`src/rtl/core/dcl_pkg.sv`:
```
// shared types, codes and helpers for the dhcp client lease block
package dcl_pkg;

    // most results one transaction can produce, status included
    localparam int unsigned NumRes = 6;
    localparam int unsigned CntW   = $clog2(NumRes + 1);

    // request codes
    localparam logic [1:0] REQ_START = 2'd0;
    localparam logic [1:0] REQ_STOP  = 2'd1;
    localparam logic [1:0] REQ_MSG   = 2'd2;
    localparam logic [1:0] REQ_TICK  = 2'd3;

    // dhcp message types
    localparam logic [7:0] MSG_OFFER = 8'd2;
    localparam logic [7:0] MSG_ACK   = 8'd5;
    localparam logic [7:0] MSG_NAK   = 8'd6;

    // result action codes
    localparam logic [3:0] ACT_STATUS    = 4'd0;
    localparam logic [3:0] ACT_DISCOVER  = 4'd1;
    localparam logic [3:0] ACT_REQUEST   = 4'd2;
    localparam logic [3:0] ACT_ADD_ADDR  = 4'd3;
    localparam logic [3:0] ACT_ADD_ROUTE = 4'd4;
    localparam logic [3:0] ACT_DEL_ADDR  = 4'd5;
    localparam logic [3:0] ACT_DEL_ROUTE = 4'd6;
    localparam logic [3:0] ACT_EXISTS    = 4'd7;
    localparam logic [3:0] ACT_NOT_FOUND = 4'd8;

    // timer arm bits
    localparam int unsigned ARM_T1  = 0;
    localparam int unsigned ARM_T2  = 1;
    localparam int unsigned ARM_EXP = 2;

    localparam logic [5:0] MAX_PREFIX = 6'd32;

    typedef struct packed {
        logic [1:0]  req_type;
        logic [7:0]  msg_kind;
        logic        parse_ok;
        logic [31:0] msg_server_ip;
        logic [31:0] msg_your_ip;
        logic [5:0]  msg_prefix_len;
        logic [31:0] msg_router_ip;
        logic [31:0] msg_lease_secs;
        logic [31:0] msg_renew_secs;
        logic [31:0] msg_rebind_secs;
        logic [31:0] fresh_xid;
    } t_item;

    typedef struct packed {
        logic [3:0]  action;
        logic [31:0] xid;
        logic [31:0] addr;
        logic [31:0] server;
        logic [5:0]  prefix_len;
        logic [2:0]  state;
        logic [31:0] lease_secs;
        logic        last;
    } t_result;

    function automatic t_result mk_res(
        input logic [3:0]  action,
        input logic [31:0] xid,
        input logic [31:0] addr,
        input logic [31:0] server,
        input logic [5:0]  prefix_len,
        input logic [2:0]  state,
        input logic [31:0] lease_secs,
        input logic        last
    );
        t_result r;
        r.action     = action;
        r.xid        = xid;
        r.addr       = addr;
        r.server     = server;
        r.prefix_len = prefix_len;
        r.state      = state;
        r.lease_secs = lease_secs;
        r.last       = last;
        return r;
    endfunction

endpackage

```
`src/rtl/core/dcl_lease_core.sv`:
```
// lease state registers and the one-pass next-state and result logic
module dcl_lease_core (
    input  logic                        i_clk,
    input  logic                        i_rst_n,
    input  logic                        i_take,
    input  dcl_pkg::t_item              i_item,
    output dcl_pkg::t_result            o_slot [dcl_pkg::NumRes],
    output logic [dcl_pkg::CntW-1:0]    o_cnt
);

    typedef enum logic [2:0] {
        ST_IDLE       = 3'd0,
        ST_INIT       = 3'd1,
        ST_SELECTING  = 3'd2,
        ST_REQUESTING = 3'd3,
        ST_BOUND      = 3'd4,
        ST_RENEWING   = 3'd5,
        ST_REBINDING  = 3'd6
    } t_fsm;

    t_fsm        r_state,  n_state;
    logic [31:0] r_xid,    n_xid;
    logic [31:0] r_server, n_server;
    logic [31:0] r_addr,   n_addr;
    logic [31:0] r_router, n_router;
    logic [5:0]  r_plen,   n_plen;
    logic [31:0] r_lease,  n_lease;
    logic [31:0] r_renew,  n_renew;
    logic [31:0] r_rebind, n_rebind;
    logic [31:0] r_t1,     n_t1;
    logic [31:0] r_t2,     n_t2;
    logic [31:0] r_exp,    n_exp;
    logic [2:0]  r_armed,  n_armed;

    // default timer loads come straight from the message being handled
    logic [34:0] lease_x7;
    logic [31:0] t1_load;
    logic [31:0] t2_load;
    logic [5:0]  plen_sat;

    assign lease_x7 = {i_item.msg_lease_secs, 3'b000} - {3'b000, i_item.msg_lease_secs};
    assign t1_load  = (i_item.msg_renew_secs == 32'd0) ? (i_item.msg_lease_secs >> 1)
                                                       : i_item.msg_renew_secs;
    assign t2_load  = (i_item.msg_rebind_secs == 32'd0) ? lease_x7[34:3]
                                                        : i_item.msg_rebind_secs;
    assign plen_sat = (i_item.msg_prefix_len > dcl_pkg::MAX_PREFIX) ? dcl_pkg::MAX_PREFIX
                                                                    : i_item.msg_prefix_len;

    always_comb begin
        logic [dcl_pkg::CntW-1:0] k;
        logic                     fire;
        logic                     drop;

        n_state  = r_state;
        n_xid    = r_xid;
        n_server = r_server;
        n_addr   = r_addr;
        n_router = r_router;
        n_plen   = r_plen;
        n_lease  = r_lease;
        n_renew  = r_renew;
        n_rebind = r_rebind;
        n_t1     = r_t1;
        n_t2     = r_t2;
        n_exp    = r_exp;
        n_armed  = r_armed;
        k        = '0;
        fire     = 1'b0;
        drop     = 1'b0;
        for (int i = 0; i < dcl_pkg::NumRes; i++) begin
            o_slot[i] = '0;
        end

        case (i_item.req_type)
            dcl_pkg::REQ_START: begin
                if (r_state != ST_IDLE) begin
                    o_slot[k] = dcl_pkg::mk_res(dcl_pkg::ACT_EXISTS, '0, '0, '0, '0, '0, '0,
                                                1'b0);
                    k = k + 1'b1;
                end else begin
                    n_server = '0;
                    n_addr   = '0;
                    n_router = '0;
                    n_plen   = '0;
                    n_lease  = '0;
                    n_renew  = '0;
                    n_rebind = '0;
                    n_t1     = '0;
                    n_t2     = '0;
                    n_exp    = '0;
                    n_armed  = '0;
                    n_xid    = i_item.fresh_xid;
                    o_slot[k] = dcl_pkg::mk_res(dcl_pkg::ACT_DISCOVER, n_xid, '0, '0, '0, '0,
                                                '0, 1'b0);
                    k = k + 1'b1;
                    n_state = ST_SELECTING;
                end
            end
            dcl_pkg::REQ_STOP: begin
                if (r_state == ST_IDLE) begin
                    o_slot[k] = dcl_pkg::mk_res(dcl_pkg::ACT_NOT_FOUND, '0, '0, '0, '0, '0,
                                                '0, 1'b0);
                    k = k + 1'b1;
                end else begin
                    if (r_addr != '0 && r_plen != '0) begin
                        o_slot[k] = dcl_pkg::mk_res(dcl_pkg::ACT_DEL_ADDR, '0, r_addr, '0,
                                                    r_plen, '0, '0, 1'b0);
                        k = k + 1'b1;
                    end
                    if (r_router != '0) begin
                        o_slot[k] = dcl_pkg::mk_res(dcl_pkg::ACT_DEL_ROUTE, '0, r_router,
                                                    '0, '0, '0, '0, 1'b0);
                        k = k + 1'b1;
                    end
                    n_state  = ST_IDLE;
                    n_xid    = '0;
                    n_server = '0;
                    n_addr   = '0;
                    n_router = '0;
                    n_plen   = '0;
                    n_lease  = '0;
                    n_renew  = '0;
                    n_rebind = '0;
                    n_t1     = '0;
                    n_t2     = '0;
                    n_exp    = '0;
                    n_armed  = '0;
                end
            end
            dcl_pkg::REQ_MSG: begin
                if (r_state != ST_IDLE && i_item.parse_ok) begin
                    // lease fields latch on every good message
                    n_server = i_item.msg_server_ip;
                    n_addr   = i_item.msg_your_ip;
                    n_plen   = plen_sat;
                    n_router = i_item.msg_router_ip;
                    n_lease  = i_item.msg_lease_secs;
                    n_renew  = i_item.msg_renew_secs;
                    n_rebind = i_item.msg_rebind_secs;
                    unique case (r_state)
                        ST_SELECTING: begin
                            if (i_item.msg_kind == dcl_pkg::MSG_OFFER && n_server != '0 &&
                                n_addr != '0) begin
                                o_slot[k] = dcl_pkg::mk_res(dcl_pkg::ACT_REQUEST, r_xid,
                                                            n_addr, n_server, '0, '0, '0,
                                                            1'b0);
                                k = k + 1'b1;
                                n_state = ST_REQUESTING;
                            end
                        end
                        ST_REQUESTING: begin
                            if (i_item.msg_kind == dcl_pkg::MSG_ACK) begin
                                if (n_addr != '0 && n_plen != '0) begin
                                    o_slot[k] = dcl_pkg::mk_res(dcl_pkg::ACT_ADD_ADDR, '0,
                                                                n_addr, '0, n_plen, '0, '0,
                                                                1'b0);
                                    k = k + 1'b1;
                                    if (n_router != '0) begin
                                        o_slot[k] = dcl_pkg::mk_res(dcl_pkg::ACT_ADD_ROUTE,
                                                                    '0, n_router, '0, '0,
                                                                    '0, '0, 1'b0);
                                        k = k + 1'b1;
                                    end
                                    n_state = ST_BOUND;
                                    n_t1    = t1_load;
                                    n_t2    = t2_load;
                                    n_exp   = i_item.msg_lease_secs;
                                    n_armed = 3'b111;
                                end
                            end else if (i_item.msg_kind == dcl_pkg::MSG_NAK) begin
                                n_state = ST_INIT;
                            end
                        end
                        ST_RENEWING, ST_REBINDING: begin
                            if (i_item.msg_kind == dcl_pkg::MSG_ACK) begin
                                n_state = ST_BOUND;
                                n_t1    = t1_load;
                                n_t2    = t2_load;
                                n_exp   = i_item.msg_lease_secs;
                                n_armed = 3'b111;
                            end else if (i_item.msg_kind == dcl_pkg::MSG_NAK) begin
                                n_armed = '0;
                                n_t1    = '0;
                                n_t2    = '0;
                                n_exp   = '0;
                                drop    = 1'b1;
                            end
                        end
                        default: begin
                        end
                    endcase
                end
            end
            default: begin
                // one-second tick: T1, T2, then expiry
                fire = r_armed[dcl_pkg::ARM_T1] && r_t1 <= 32'd1;
                if (fire) begin
                    n_t1 = '0;
                    n_armed[dcl_pkg::ARM_T1] = 1'b0;
                end else if (r_armed[dcl_pkg::ARM_T1]) begin
                    n_t1 = r_t1 - 32'd1;
                end
                if (fire && n_state == ST_BOUND) begin
                    n_state = ST_RENEWING;
                    o_slot[k] = dcl_pkg::mk_res(dcl_pkg::ACT_REQUEST, r_xid, r_addr, r_server,
                                                '0, '0, '0, 1'b0);
                    k = k + 1'b1;
                end
                fire = r_armed[dcl_pkg::ARM_T2] && r_t2 <= 32'd1;
                if (fire) begin
                    n_t2 = '0;
                    n_armed[dcl_pkg::ARM_T2] = 1'b0;
                end else if (r_armed[dcl_pkg::ARM_T2]) begin
                    n_t2 = r_t2 - 32'd1;
                end
                if (fire && n_state == ST_RENEWING) begin
                    n_state = ST_REBINDING;
                    o_slot[k] = dcl_pkg::mk_res(dcl_pkg::ACT_REQUEST, r_xid, r_addr, r_server,
                                                '0, '0, '0, 1'b0);
                    k = k + 1'b1;
                end
                fire = r_armed[dcl_pkg::ARM_EXP] && r_exp <= 32'd1;
                if (fire) begin
                    n_exp = '0;
                    n_armed[dcl_pkg::ARM_EXP] = 1'b0;
                    drop = 1'b1;
                end else if (r_armed[dcl_pkg::ARM_EXP]) begin
                    n_exp = r_exp - 32'd1;
                end
            end
        endcase

        // lease lost: tear down what was installed and go back to discovery
        if (drop) begin
            if (n_addr != '0 && n_plen != '0) begin
                o_slot[k] = dcl_pkg::mk_res(dcl_pkg::ACT_DEL_ADDR, '0, n_addr, '0, n_plen,
                                            '0, '0, 1'b0);
                k = k + 1'b1;
            end
            if (n_router != '0) begin
                o_slot[k] = dcl_pkg::mk_res(dcl_pkg::ACT_DEL_ROUTE, '0, n_router, '0, '0,
                                            '0, '0, 1'b0);
                k = k + 1'b1;
            end
            n_server = '0;
            n_addr   = '0;
            n_plen   = '0;
            n_router = '0;
            n_xid    = i_item.fresh_xid;
            o_slot[k] = dcl_pkg::mk_res(dcl_pkg::ACT_DISCOVER, n_xid, '0, '0, '0, '0, '0,
                                        1'b0);
            k = k + 1'b1;
            n_state = ST_SELECTING;
        end

        o_slot[k] = dcl_pkg::mk_res(dcl_pkg::ACT_STATUS, '0, n_addr, n_server, '0, n_state,
                                    n_lease, 1'b1);
        o_cnt = k + 1'b1;
    end

    always_ff @(posedge i_clk) begin
        if (!i_rst_n) begin
            r_state  <= ST_IDLE;
            r_xid    <= '0;
            r_server <= '0;
            r_addr   <= '0;
            r_router <= '0;
            r_plen   <= '0;
            r_lease  <= '0;
            r_renew  <= '0;
            r_rebind <= '0;
            r_t1     <= '0;
            r_t2     <= '0;
            r_exp    <= '0;
            r_armed  <= '0;
        end else if (i_take) begin
            r_state  <= n_state;
            r_xid    <= n_xid;
            r_server <= n_server;
            r_addr   <= n_addr;
            r_router <= n_router;
            r_plen   <= n_plen;
            r_lease  <= n_lease;
            r_renew  <= n_renew;
            r_rebind <= n_rebind;
            r_t1     <= n_t1;
            r_t2     <= n_t2;
            r_exp    <= n_exp;
            r_armed  <= n_armed;
        end
    end

    // timers only run while a client exists
    a_armed_has_client: assert property (@(posedge i_clk) disable iff (!i_rst_n)
        (r_armed != 3'b000) |-> (r_state != ST_IDLE))
        else $error("timer armed with no client");

    a_start_selects: assert property (@(posedge i_clk) disable iff (!i_rst_n)
        (i_take && i_item.req_type == dcl_pkg::REQ_START && r_state == ST_IDLE)
        |=> (r_state == ST_SELECTING && r_armed == 3'b000))
        else $error("start from idle did not enter selecting");

endmodule

```
`src/rtl/core/dcl_result_queue.sv`:
```
// result register bank: loads one transaction's results and shifts them out
module dcl_result_queue (
    input  logic                        i_clk,
    input  logic                        i_rst_n,
    input  logic                        i_load,
    input  dcl_pkg::t_result            i_slot [dcl_pkg::NumRes],
    input  logic [dcl_pkg::CntW-1:0]    i_cnt,
    output logic                        o_free,
    output logic                        o_valid,
    input  logic                        i_ready,
    output dcl_pkg::t_result            o_res
);

    dcl_pkg::t_result         r_slot [dcl_pkg::NumRes];
    logic [dcl_pkg::CntW-1:0] r_cnt;
    logic                     pop;

    assign o_valid = (r_cnt != '0);
    assign pop     = o_valid && i_ready;
    // free when empty, or once the final result leaves this cycle
    assign o_free  = (r_cnt == '0) || (pop && r_cnt == dcl_pkg::CntW'(1));
    assign o_res   = r_slot[0];

    always_ff @(posedge i_clk) begin
        if (!i_rst_n) begin
            r_cnt <= '0;
        end else if (i_load) begin
            r_cnt <= i_cnt;
        end else if (pop) begin
            r_cnt <= r_cnt - 1'b1;
        end
    end

    always_ff @(posedge i_clk) begin
        if (i_load) begin
            r_slot <= i_slot;
        end else if (pop) begin
            for (int i = 0; i < dcl_pkg::NumRes - 1; i++) begin
                r_slot[i] <= r_slot[i+1];
            end
        end
    end

    a_cnt_bound: assert property (@(posedge i_clk) disable iff (!i_rst_n)
        r_cnt <= dcl_pkg::CntW'(dcl_pkg::NumRes))
        else $error("result count out of range");

    a_last_is_final: assert property (@(posedge i_clk) disable iff (!i_rst_n)
        (o_valid && o_res.last) |-> (r_cnt == dcl_pkg::CntW'(1)))
        else $error("last flag not on the final result");

endmodule

```
`src/rtl/core/dhcp_client_lease_fsm_unit.sv`:
```
// top level: dhcp client lease state machine with input register and result queue
// an accepted input waits in the input register until the result queue can load it
// each input transaction gives 1 to 6 results, which the result queue hands out one per
//   cycle while i_ready is high
// the input register takes the next transaction while results of the previous one drain
// reset: synchronous active-low i_rst_n returns the client to idle with all lease
//   fields, timers and arm bits zero and empties both the input register and the queue
module dhcp_client_lease_fsm_unit (
    input  logic        i_clk,
    input  logic        i_rst_n,
    // input transaction channel
    input  logic        i_valid,
    output logic        o_ready,
    input  logic [1:0]  i_req_type,
    input  logic [7:0]  i_msg_kind,
    input  logic        i_parse_ok,
    input  logic [31:0] i_msg_server_ip,
    input  logic [31:0] i_msg_your_ip,
    input  logic [5:0]  i_msg_prefix_len,
    input  logic [31:0] i_msg_router_ip,
    input  logic [31:0] i_msg_lease_secs,
    input  logic [31:0] i_msg_renew_secs,
    input  logic [31:0] i_msg_rebind_secs,
    input  logic [31:0] i_fresh_xid,
    // result transaction channel
    output logic        o_valid,
    input  logic        i_ready,
    output logic [3:0]  o_action,
    output logic [31:0] o_out_xid,
    output logic [31:0] o_out_addr,
    output logic [31:0] o_out_server,
    output logic [5:0]  o_out_prefix_len,
    output logic [2:0]  o_out_state,
    output logic [31:0] o_out_lease_secs,
    output logic        o_last
);

    // input register holding one accepted transaction
    logic                     r_in_valid;
    dcl_pkg::t_item           r_item;

    dcl_pkg::t_result         slot [dcl_pkg::NumRes];
    logic [dcl_pkg::CntW-1:0] cnt;
    logic                     q_free;
    logic                     take;
    dcl_pkg::t_result         res;

    // the held transaction moves on as soon as the queue can take its results
    assign take    = r_in_valid && q_free;
    assign o_ready = !r_in_valid || take;

    always_ff @(posedge i_clk) begin
        if (!i_rst_n) begin
            r_in_valid <= 1'b0;
        end else if (i_valid && o_ready) begin
            r_in_valid <= 1'b1;
        end else if (take) begin
            r_in_valid <= 1'b0;
        end
    end

    always_ff @(posedge i_clk) begin
        if (i_valid && o_ready) begin
            r_item.req_type        <= i_req_type;
            r_item.msg_kind        <= i_msg_kind;
            r_item.parse_ok        <= i_parse_ok;
            r_item.msg_server_ip   <= i_msg_server_ip;
            r_item.msg_your_ip     <= i_msg_your_ip;
            r_item.msg_prefix_len  <= i_msg_prefix_len;
            r_item.msg_router_ip   <= i_msg_router_ip;
            r_item.msg_lease_secs  <= i_msg_lease_secs;
            r_item.msg_renew_secs  <= i_msg_renew_secs;
            r_item.msg_rebind_secs <= i_msg_rebind_secs;
            r_item.fresh_xid       <= i_fresh_xid;
        end
    end

    // state update and result list in one pass
    dcl_lease_core u_core (
        .i_clk   (i_clk),
        .i_rst_n (i_rst_n),
        .i_take  (take),
        .i_item  (r_item),
        .o_slot  (slot),
        .o_cnt   (cnt)
    );

    // results go out one per cycle while i_ready is high, in order, status last
    dcl_result_queue u_queue (
        .i_clk   (i_clk),
        .i_rst_n (i_rst_n),
        .i_load  (take),
        .i_slot  (slot),
        .i_cnt   (cnt),
        .o_free  (q_free),
        .o_valid (o_valid),
        .i_ready (i_ready),
        .o_res   (res)
    );

    assign o_action         = res.action;
    assign o_out_xid        = res.xid;
    assign o_out_addr       = res.addr;
    assign o_out_server     = res.server;
    assign o_out_prefix_len = res.prefix_len;
    assign o_out_state      = res.state;
    assign o_out_lease_secs = res.lease_secs;
    assign o_last           = res.last;

    // a held transaction waits untouched until the queue takes it
    a_hold_item: assert property (@(posedge i_clk) disable iff (!i_rst_n)
        (r_in_valid && !take) |=> (r_in_valid && $stable(r_item)))
        else $error("input register changed while held");

endmodule
```
`config.mk`:
```
export PLATFORM = sky130hd
export DESIGN_NAME = dhcp_client_lease_fsm_unit
export DESIGN_NICKNAME = d
export VERILOG_FILES = /design/src/rtl/core/dcl_pkg.sv /design/src/rtl/core/dcl_lease_core.sv /design/src/rtl/core/dcl_result_queue.sv /design/src/rtl/core/dhcp_client_lease_fsm_unit.sv
export SDC_FILE = /design/constraint.sdc
export NUM_CORES = 2
export LEC_CHECK = 0
export ABC_CLOCK_PERIOD_IN_PS = 59300
export BUFFER_PORTS_ARGS = -buffer_cell sky130_fd_sc_hd__buf_2
export CORE_ASPECT_RATIO = 0.7
export CORE_MARGIN = 2
export CORE_UTILIZATION = 25
export CTS_CLUSTER_DIAMETER = 30
export DETAILED_ROUTE_END_ITERATION = 6
export PLACE_DENSITY = 0.37
export SKIP_LAST_GASP = 1
export SLEW_MARGIN = 20
export SYNTH_ARGS = -nofsm -noshare
export SYNTH_HDL_FRONTEND = slang
export SYNTH_SLANG_ARGS = --single-unit
```
`constraint.sdc`:
```
create_clock -name i_clk -period 59.3 [get_ports i_clk]
set_input_delay 11.86 -clock i_clk [delete_from_list [all_inputs] [get_ports i_clk]]
set_output_delay 11.86 -clock i_clk [all_outputs]
set_load 0.02 [all_outputs]
```
==> results.md <==
* Status: finished, final reports clean
* Main area contributors after synthesis: edfxtp_1, dfxtp_1, a22o_1
* Cell accounting for the most synthesized area: edfxtp_1
* Num rows at 155
* Maximum buffer depth of the clock tree at 4
* Final hold vios at 0
* Fin crit share at 41.4%
* Final ANT Viol Nets at 0
* Final min period at 24.53 ns
* GRT overflow at 0
* Worst hold slack at 0.465 ns
* Worst hold path stage count at 2
* Met2 WL post-DR at 114000 µm
* Max frequency at 40.8 MHz
* Critical Path AT at 12.67 ns
* DR pass1 iterations at 6
* Worst slew margin at 23.1%
* Mapped Cells at 5811
* Top-level I/O count at 389
* DRC Markers at 0
* Power density cells at 57.8 mW/mm²
* Post-route met1 wirelength at 117000 µm
* Max Slew Vio Count at 0
* TritonCTS Sinks at 1346
* Crit-path max FO at 3
* Top FF cell, synth: edfxtp_1
* Slowest CP cell: o21ai_0
* Final nets at 6395
* Placed Area at 0.0686 mm²
* Post-synth ARST share at 0%
* Syn_area_per_cell at 11.0 µm²
* CTS tree: built
* Hold worst-path end: u_core.r_xid[2]
* Measured slew at the worst slew-check pin at 1.14 ns
* RSZ-0062 raised after global routing: false
* Top sig layer: met4
* Yosys top cell area share at 50.4%
* Die Area at 0.260 mm²
* Post-CTS Setup Inserts at 0
* Via/cell ratio at 5.23
* MaxCap Viol Count at 0
* Hold buffer count at CTS at 0
* Cell area after layout at 0.0810 mm²
* Vias at 51064
* Crit path buffers/inverters at 2
* CP peak stage delay at 0.34 ns
* Critical Path Start Type: primary input
* Routed wire per std cell at 26.1 µm
* Met3 Routed Length at 16700 µm
* Initial antenna violation count at 12
* Most used cell, CP: buf_2
* Worst VDD drop at 0.0465 mV
* Port Buffers at 388
* Worst EP required at 47.44 ns
* Setup slack, reg-to-reg at 49.44 ns
* Total power at 4680 µW
* Mapped cell area at 0.0639 mm²
* Hold Crit Class: reg -> reg
* Initial Util at 25.1%
* FF-to-FF Start: u_core.r_t2[10]
* Chain of cells forming the critical path: buf_2 > a21oi_1 > o21ai_0 > buf_2
* Critical Path End Type: primary output
* Post-Route WL at 255000 µm
* Latest clock arrival within the worst-skew pair at 0.86 ns
* Core Area at 0.255 mm²
* Die Span X at 608 µm
* 1st-iter DRT viols at 5121
* # placed instances at 9121
* Synthesis Warnings at 0
* Total GRT Usage at 18.9%
* Yosys reg bits at 1346
* Top delay family on crit path: compound AO/OA/AOI/OAI gates
* Post-detail-place hpwl at 153000 µm
* Root Driver: clkbuf_16
* Hold_sp: u_core.r_xid[2]
* Critical path type: in -> out
* Share of cells above drive strength 1 at 19.5%
* First-pass GRT wire length at 364000 µm
* CTS Buf Count at 353
* Vias in the first global route at 49154
* Top-count cell post-synth: edfxtp_1
* Static leakage at 0.0285 µW
* Placer Congestion at 0.841
* Post-route insts no fill at 9773
* Top cells by count, synth: edfxtp_1, nor2_1, a21oi_1
* Layout area overhead at 26.6%
* Worst R2R End: u_queue.o_res[64]
* Cell variety after synth at 102
* Die Height at 427 µm
* Setup TNS Final at 0 ns
* Clk slew on worst S/H paths at 0.04 ns
* Setup violations, final at 0
* Post-synth EDFFs at 1074
* Sequential area share after synthesis at 59.0%
* R2R cell count at 24
* H-Tree Depth at 5
* CTS resizes at 0
* Largest net degree at the start of global routing at 177
* Setup Skew at 0.0732 ns
-- routing by layer --
layer  up-vias  GRT usage [%]
met1     25730           26.8
met4         0           5.71
met5         -              0
li1      22965              -
met2      1962           29.3
met3       407           3.38
-- sequential cells by signal, summed over array words and instances (netlist names), 3 cells and up --
signal,flops
u_core.r_t2,32
u_core.r_t1,32
u_queue.r_cnt,3
u_core.r_exp,32
u_core.r_state,3
u_core.r_addr,32
u_core.r_armed,3
u_queue.r_slot,691
u_core.r_lease,32
r_item,241
u_core.r_router,32
u_core.r_server,32
u_core.r_xid,32
u_core.r_plen,6
u_queue.o_res,142
-- area by class of cell --
| class | count | area [µm²] |
|---|---|---|
| Fill cell | 25775 | 174000 |
| Sequential cell | 1346 | 37700 |
| Clock buffer | 442 | 9580 |
| Multi-Input combinational cell | 3809 | 23400 |
| Timing Repair Buffer | 521 | 3010 |
| Clock inverter | 206 | 2740 |
| Tap cell | 3375 | 4220 |
| Inverter | 71 | 282 |
| Antenna cell | 3 | 7.51 |
-- cell usage in the layout, fill, tap and decap left out, types with 18 or more instances in the layout --
cell        netlist  routed
o21ai_0         407     405
nand2_1         437     429
ha_1             48      48
a21oi_1         441     441
nand2b_1         20      18
inv_1            67      67
o221ai_1         32      32
edfxtp_1       1074    1074
clkinv_1          2      28
o31ai_1          24      23
nor4_1           88      88
clkbuf_16         0     360
a21o_1           81      81
buf_4           148     127
a2bb2oi_1        33      33
o211ai_1         33      33
o221ai_2         29      29
inv_6             0      23
conb_1            1      34
a22oi_1         295     295
o21ai_1          69      65
o22ai_1          35      35
clkinv_2          0      49
clkinvlp_4        0      30
a32oi_1          22      22
a22o_1          404     404
bufinv_16         0      56
nor3_1          124     116
nand4_1          25      25
clkbuf_1        356      56
a211oi_1         47      46
xnor2_1          19      18
and2_1           82      80
dfxtp_1         272     272
clkbuf_8          0      26
a31oi_1          62      61
buf_2            50     389
nor2_1          553     541
nand3_1          75      73
-- power by group --
| part | leakage (µW) | total, µW | internal (µW) | switching (µW) |
|---|---|---|---|---|
| registers | 0.0126 | 1630 | 1500 | 136 |
| logic | 0.00995 | 1060 | 334 | 723 |
| clock network | 0.00595 | 1990 | 1380 | 610 |
-- per-stage QoR --
step | setup WS [ns] | utilization (%)
after global routing | 34.69 | 31.8
final | 34.77 | 31.8
after floorplan | 29.72 | -
after CTS | 34.78 | 31.8
after global placement | 34.70 | 26.9
after detailed placement | 34.78 | 26.9
-- cell families (layout without fill, tap and decap cells) --
family / after synthesis / in the layout / share of synthesized area (%)
AO/OA/AOI/OAI: 2160 / 2160 / 23.3
XOR/XNOR: 37 / 37 / 0.536
adder cells (fa/ha/maj): 48 / 48 / 0.939
buffers and inverters: 689 / 1240 / 5.13
flip-flops: 1346 / 1346 / 59.0
multiplexers: 22 / 22 / 0.378
other: 1 / 37 / 0.00587
AND/OR/NAND/NOR: 1508 / 1508 / 10.7
-- worst register-to-register path: cells and delay by family (launching register included) --
kind                     cells  cell delay, ns
AND/OR/NAND/NOR             10            4.44
AO/OA/AOI/OAI                9            2.11
buffers and inverters        2            1.42
adder cells (fa/ha/maj)      3            1.18
flip-flops                   1            0.35
-- how the worst max path moves through the flow --
stage | cells past startpoint | end | startpoint | slack (ns)
global placement | 4 | o_ready | i_ready | 34.70
finish | 4 | o_ready | i_ready | 34.77
floorplan | 8 | u_queue.o_res[0] | i_ready | 29.72
CTS | 4 | o_ready | i_ready | 34.78
global route | 4 | o_ready | i_ready | 34.69
detailed placement | 4 | o_ready | i_ready | 34.78
(Power assumes the default switching activity.)
